<file path="src/rtl/mbc_pkg.sv">
// Shared types, constants and helpers for the MTI binomial canceller.
// Used by the controller, the datapath and the top level; no dependencies.
`default_nettype none
package mbc_pkg;

  localparam int MAX_PULSES  = 64;
  localparam int MAX_GATES   = 1024;
  localparam int SAMPLE_BITS = 16;
  localparam int SUM_BITS    = SAMPLE_BITS + 6;
  localparam int PULSE_W     = 6;
  localparam int GATE_W      = 10;
  localparam int ADDR_W      = PULSE_W + GATE_W;
  localparam int PCNT_W      = 7;
  localparam int GCNT_W      = 11;
  localparam int MODE_W      = 3;
  localparam int ACC_W       = 20;
  localparam int PROD_W      = 36;
  localparam int DIVCNT_W    = 5;
  localparam int CFG_ADDR_W  = 2;
  localparam int CFG_DATA_W  = 11;

  // Register indexes on the configuration port
  localparam logic [CFG_ADDR_W-1:0] REG_MODE   = 2'd0;
  localparam logic [CFG_ADDR_W-1:0] REG_PULSES = 2'd1;
  localparam logic [CFG_ADDR_W-1:0] REG_GATES  = 2'd2;

  // Filter modes
  localparam logic [MODE_W-1:0] MODE_OFF   = 3'd0;
  localparam logic [MODE_W-1:0] MODE_DC    = 3'd1;
  localparam logic [MODE_W-1:0] MODE_TWO   = 3'd2;
  localparam logic [MODE_W-1:0] MODE_FOUR  = 3'd4;

  // Request kinds
  localparam logic REQ_WRITE = 1'b0;
  localparam logic REQ_READ  = 1'b1;

  localparam logic [PCNT_W-1:0] PULSES_RESET = 7'd16;
  localparam logic [GCNT_W-1:0] GATES_RESET  = 11'd1024;

  typedef enum logic [2:0] {
    ST_IDLE,
    ST_DECODE,
    ST_WR_ADD,
    ST_TAP_ADDR,
    ST_TAP_ACC,
    ST_SCALE,
    ST_DIV,
    ST_RESULT
  } state_t;

  typedef struct packed {
    logic latch;
    logic store_wr;
    logic sum_set;
    logic sum_add;
    logic acc_clr;
    logic acc_step;
    logic mul;
    logic div_init;
    logic div_step;
    logic out_load;
  } cmd_t;

  typedef struct packed {
    logic is_read;
    logic wr_ok;
    logic rd_ok;
    logic p_zero;
    logic has_order;
    logic dc_mode;
    logic last_tap;
    logic div_last;
    logic out_free;
  } stat_t;

  // Binomial coefficient of tap t for a canceller of the given order
  function automatic logic signed [2:0] coef(input logic [1:0] order, input logic [1:0] t);
    logic signed [2:0] c;
    c = 3'sd0;
    case (order)
      2'd0: c = (t == 2'd0) ? 3'sd1 : 3'sd0;
      2'd1: c = (t == 2'd0) ? 3'sd1 : ((t == 2'd1) ? -3'sd1 : 3'sd0);
      2'd2: c = (t == 2'd1) ? -3'sd2 : ((t == 2'd3) ? 3'sd0 : 3'sd1);
      2'd3: begin
        case (t)
          2'd0: c = 3'sd1;
          2'd1: c = -3'sd3;
          2'd2: c = 3'sd3;
          default: c = -3'sd1;
        endcase
      end
      default: c = 3'sd0;
    endcase
    return c;
  endfunction

  // Q15 value of 1/sqrt(sum of squared coefficients)
  function automatic logic [14:0] norm_q15(input logic [1:0] order);
    logic [14:0] n;
    case (order)
      2'd1: n = 15'd23170;
      2'd2: n = 15'd13377;
      2'd3: n = 15'd7327;
      default: n = 15'd0;
    endcase
    return n;
  endfunction

  // Saturate to a signed sample
  function automatic logic signed [SAMPLE_BITS-1:0] sat(input logic signed [PROD_W-1:0] v);
    logic signed [PROD_W-1:0] hi;
    logic signed [PROD_W-1:0] lo;
    hi = PROD_W'((1 << (SAMPLE_BITS - 1)) - 1);
    lo = -hi - PROD_W'(1);
    if (v > hi) return hi[SAMPLE_BITS-1:0];
    if (v < lo) return lo[SAMPLE_BITS-1:0];
    return v[SAMPLE_BITS-1:0];
  endfunction

endpackage
`default_nettype wire

</file>
<file path="src/rtl/mbc_ctrl.sv">
// Controller state machine for the MTI binomial canceller.
// Depends on mbc_pkg; drives datapath commands from datapath status.
`default_nettype none
module mbc_ctrl
  import mbc_pkg::*;
(
  input  wire   clk,
  input  wire   rst,
  input  wire   in_valid,
  output logic  ready,
  input  stat_t stat,
  output cmd_t  cmd
);

  state_t state;
  state_t state_next;

  // Hold the state register
  always_ff @(posedge clk) begin
    if (rst) begin
      state <= ST_IDLE;
    end else begin
      state <= state_next;
    end
  end

  // Sequence one transaction at a time
  always_comb begin
    state_next = state;
    cmd        = '0;
    ready      = 1'b0;
    case (state)
      ST_IDLE: begin
        ready = 1'b1;
        if (in_valid) begin
          cmd.latch  = 1'b1;
          state_next = ST_DECODE;
        end
      end
      ST_DECODE: begin
        if (!stat.is_read) begin
          if (stat.wr_ok) begin
            cmd.store_wr = 1'b1;
            if (stat.p_zero) begin
              cmd.sum_set = 1'b1;
              state_next  = ST_IDLE;
            end else begin
              state_next  = ST_WR_ADD;
            end
          end else begin
            state_next = ST_IDLE;
          end
        end else begin
          cmd.acc_clr = 1'b1;
          state_next  = stat.rd_ok ? ST_TAP_ADDR : ST_RESULT;
        end
      end
      ST_WR_ADD: begin
        cmd.sum_add = 1'b1;
        state_next  = ST_IDLE;
      end
      ST_TAP_ADDR: begin
        state_next = ST_TAP_ACC;
      end
      ST_TAP_ACC: begin
        cmd.acc_step = 1'b1;
        if (!stat.last_tap) begin
          state_next = ST_TAP_ADDR;
        end else if (stat.has_order) begin
          state_next = ST_SCALE;
        end else if (stat.dc_mode) begin
          cmd.div_init = 1'b1;
          state_next   = ST_DIV;
        end else begin
          state_next = ST_RESULT;
        end
      end
      ST_SCALE: begin
        cmd.mul    = 1'b1;
        state_next = ST_RESULT;
      end
      ST_DIV: begin
        cmd.div_step = 1'b1;
        if (stat.div_last) state_next = ST_RESULT;
      end
      ST_RESULT: begin
        if (stat.out_free) begin
          cmd.out_load = 1'b1;
          state_next   = ST_IDLE;
        end
      end
      default: begin
        state_next = ST_IDLE;
      end
    endcase
  end

endmodule
`default_nettype wire

</file>
<file path="config.mk">
export PLATFORM = sky130hd
export DESIGN_NAME = mbc_ctrl
export DESIGN_NICKNAME = d
export VERILOG_FILES = /design/src/rtl/mbc_pkg.sv /design/src/rtl/mbc_ctrl.sv
export SDC_FILE = /design/constraint.sdc
export NUM_CORES = 1
export LEC_CHECK = 0
export ABC_AREA = 1
export BUFFER_PORTS_ARGS = -buffer_cell sky130_fd_sc_hd__buf_2
export CORE_AREA = 10 10 47 49
export DETAILED_ROUTE_END_ITERATION = 12
export DIE_AREA = 0 0 57 59
export GPL_TIMING_DRIVEN = 1
export SLEW_MARGIN = 20
export SYNTH_ARGS = -nofsm -noshare
export SYNTH_HDL_FRONTEND = slang
export SYNTH_SLANG_ARGS = --single-unit
</file>
<file path="constraint.sdc">
create_clock -name clk -period 3.2 [get_ports clk]
set_input_delay 0.32 -clock clk [delete_from_list [all_inputs] [get_ports clk]]
set_output_delay 0.32 -clock clk [all_outputs]
set_load 0.01 [all_outputs]
</file>
==> reports/qor.csv <==
stage,metric,value,unit
route,Routed Antenna Nets,0,
setup_path,Setup crit start kind,register,
place,HPWL Detailed,882,um
global_routing,Tot GR Track Use,5.96,%
timing,max-slew violations,0,
place,GPL Wtd Cong,0.736,
yosys,Mapped Avg Cell Area,5.85,um^2
place,Port Buf Inserts,22,
clocking,post_cts resized,0,
route,DRC,0,
die,die width,57,um
timing,Slew headroom,76.7,%
timing,RSZ-0062 raised after global routing,false,
yosys,syn_nets,70,
timing,Tmin final,1.80,ns
cells_and_area,Ant. Diodes,0,
yosys,Synth Instances,58,
power_and_ir_drop,Pleak,0.292,nW
route,Avg WL per Cell,9.96,um
cells_and_area,"most common cell after layout, fill and taps aside",buf_2,
yosys,"Distinct cells, synth",20,
clocking,Root Buffer,clkbuf_4,
global_routing,vias in the first global route,436,
die,Starting Density,24.2,%
cells_and_area,Top Registers,state: 3 flops,
setup_path,crit-path max FO,8,
clocking,postcts setup bufs,0,
clocking,Num CTS Buffers,3,
yosys,post-synthesis sequential area ratio,17.7,%
clocking,clk buf depth,2,
yosys,Post-Syn Area,339,um^2
global_routing,global-route wire length before repair,1730,um
die,CORE AREA,0.00140,mm^2
yosys,Synth Warn #,0,
power_and_ir_drop,overall power,0.212,mW
cells_and_area,most frequent cells in the layout,"22 x buf_2, 13 x nand2_1, 10 x inv_1",
die,Die Y,59,um
cells_and_area,Fillers,161,
cells_and_area,Largest register FFs,3,
outcome,status,"finished, final reports clean",
hold_path,Hold Path Class,in2reg,
setup_path,critical path arrival,1.48,ns
clocking,CTS tree,built,
route,drt first pass iters,4,
cells_and_area,Finished Cell Area,488,um^2
die,Top Ports,23,
cells_and_area,Area Overhead vs Synth,43.9,%
route,DRT iter0 DRCs,5,
timing,Max Clock Skew,0.000750,ns
power_and_ir_drop,VDD IR max,0.000318,V
clocking,CTS sink cnt,3,
clocking,hold buffers post-CTS,0,
clocking,Skew-Pair Late Insertion Delay,0.23,ns
setup_path,WP data required,2.88,ns
cells_and_area,Top reg by flops,state,
cells_and_area,Layout Nets,96,
timing,setup violators final,0,
timing,Tcrit/Tclk final,56.2,%
run,max-cap violations,0,
timing,setup tns final,0,ns
clocking,H-tree lvl count,1,
route,drt total wl,986,um
global_routing,GRT overflow,0,
timing,worst slew pin tran,0.349,ns
route,Vias/cell,4.27,
yosys,register bit total from synthesis,3,
setup_path,Setup crit end kind,primary output,
die,die area,0.00336,mm^2
global_routing,antenna violations before repair,0,
die,floorplan row count,14,
route,vias after detailed routing,423,
timing,final hold vios,0,
global_routing,largest net degree at the start of global routing,9,
setup_path,critical path class,reg2out,
power_and_ir_drop,pwr/cell area,435,mW/mm^2
timing,fmax,0.556,GHz
clocking,"Reg clk slew, reported paths",0.04,ns
place,Placement Cell Area,462,um^2
cells_and_area,layout cells sized above 1,42.2,%
-- worst paths after layout --
check             startpoint  endpoint  slack (ns)  cells past startpoint
setup / recovery    state[0]    cmd[7]        1.40                      5
hold / removal           rst  state[1]        0.27                      2
setup reg to reg    state[0]  state[0]        1.97                      7
hold reg to reg     state[0]  state[0]        0.65                      2
-- Yosys cell counts --
library cell | count | area [um^2]
nor3_4 | 1 | 16.3
nand3b_1 | 1 | 7.51
nand2_1 | 13 | 48.8
o21ai_0 | 1 | 5.00
nand4_1 | 1 | 6.26
nor4_1 | 1 | 6.26
nor3_1 | 2 | 10.0
dfxtp_1 | 3 | 60.1
nand3_2 | 2 | 20.0
inv_2 | 3 | 11.3
a21oi_1 | 2 | 10.0
nor2_2 | 2 | 12.5
nor3_2 | 1 | 10.0
nor2_1 | 7 | 26.3
o21ai_2 | 1 | 8.76
nand3_1 | 4 | 20.0
buf_4 | 1 | 7.51
inv_1 | 10 | 37.5
o21bai_1 | 1 | 7.51
nor3b_1 | 1 | 7.51
-- critical path, stage by stage (launching register included) --
cell,delay (ns)
dfxtp_1,0.50
inv_2,0.10
nor3_2,0.21
nand2_1,0.10
nor3b_1,0.17
buf_2,0.16
-- metal layers --
layer,global-route usage [%],share of wire [%]
met1,6.52,44
met2,9.92,46
met3,3.43,9.8
met4,1.01,0
met5,0,0
-- cell type report --
class,count,area [um^2],share of cell area [%]
tap,16,20.0,4.10
clock buffer,4,26.3,5.38
multi-input combinational,41,223,45.6
sequential,3,60.1,12.3
inverter,13,48.8,10.0
timing repair buffer,22,110,22.6
-- metrics by stage --
stage	utilization, %	setup slack (ns)	instances	hold WS, ns
after floorplan	-	1.80	58	0.389
after global placement	32.9	1.66	95	0.510
after detailed placement	32.9	1.63	95	0.510
after CTS	34.8	1.38	99	0.266
after global routing	34.8	1.17	99	0.265
final	34.8	1.40	99	0.274
-- power by group --
part           internal (mW)  switching [mW]  leakage [nW]
sequential            0.0438          0.0156        0.0246
clock                 0.0466          0.0182        0.0150
combinational         0.0359          0.0521         0.252
total                  0.126          0.0860         0.292
-- logic make-up (layout without fill, tap and decap cells) --
group / after synthesis / after routing / synth area share (%)
AND/OR/NAND/NOR: 36 / 36 / 56.5
flip-flops: 3 / 3 / 17.7
buffers and inverters: 14 / 39 / 16.6
AO/OA/AOI/OAI: 5 / 5 / 9.23
Power figures use the tool's default switching activity.
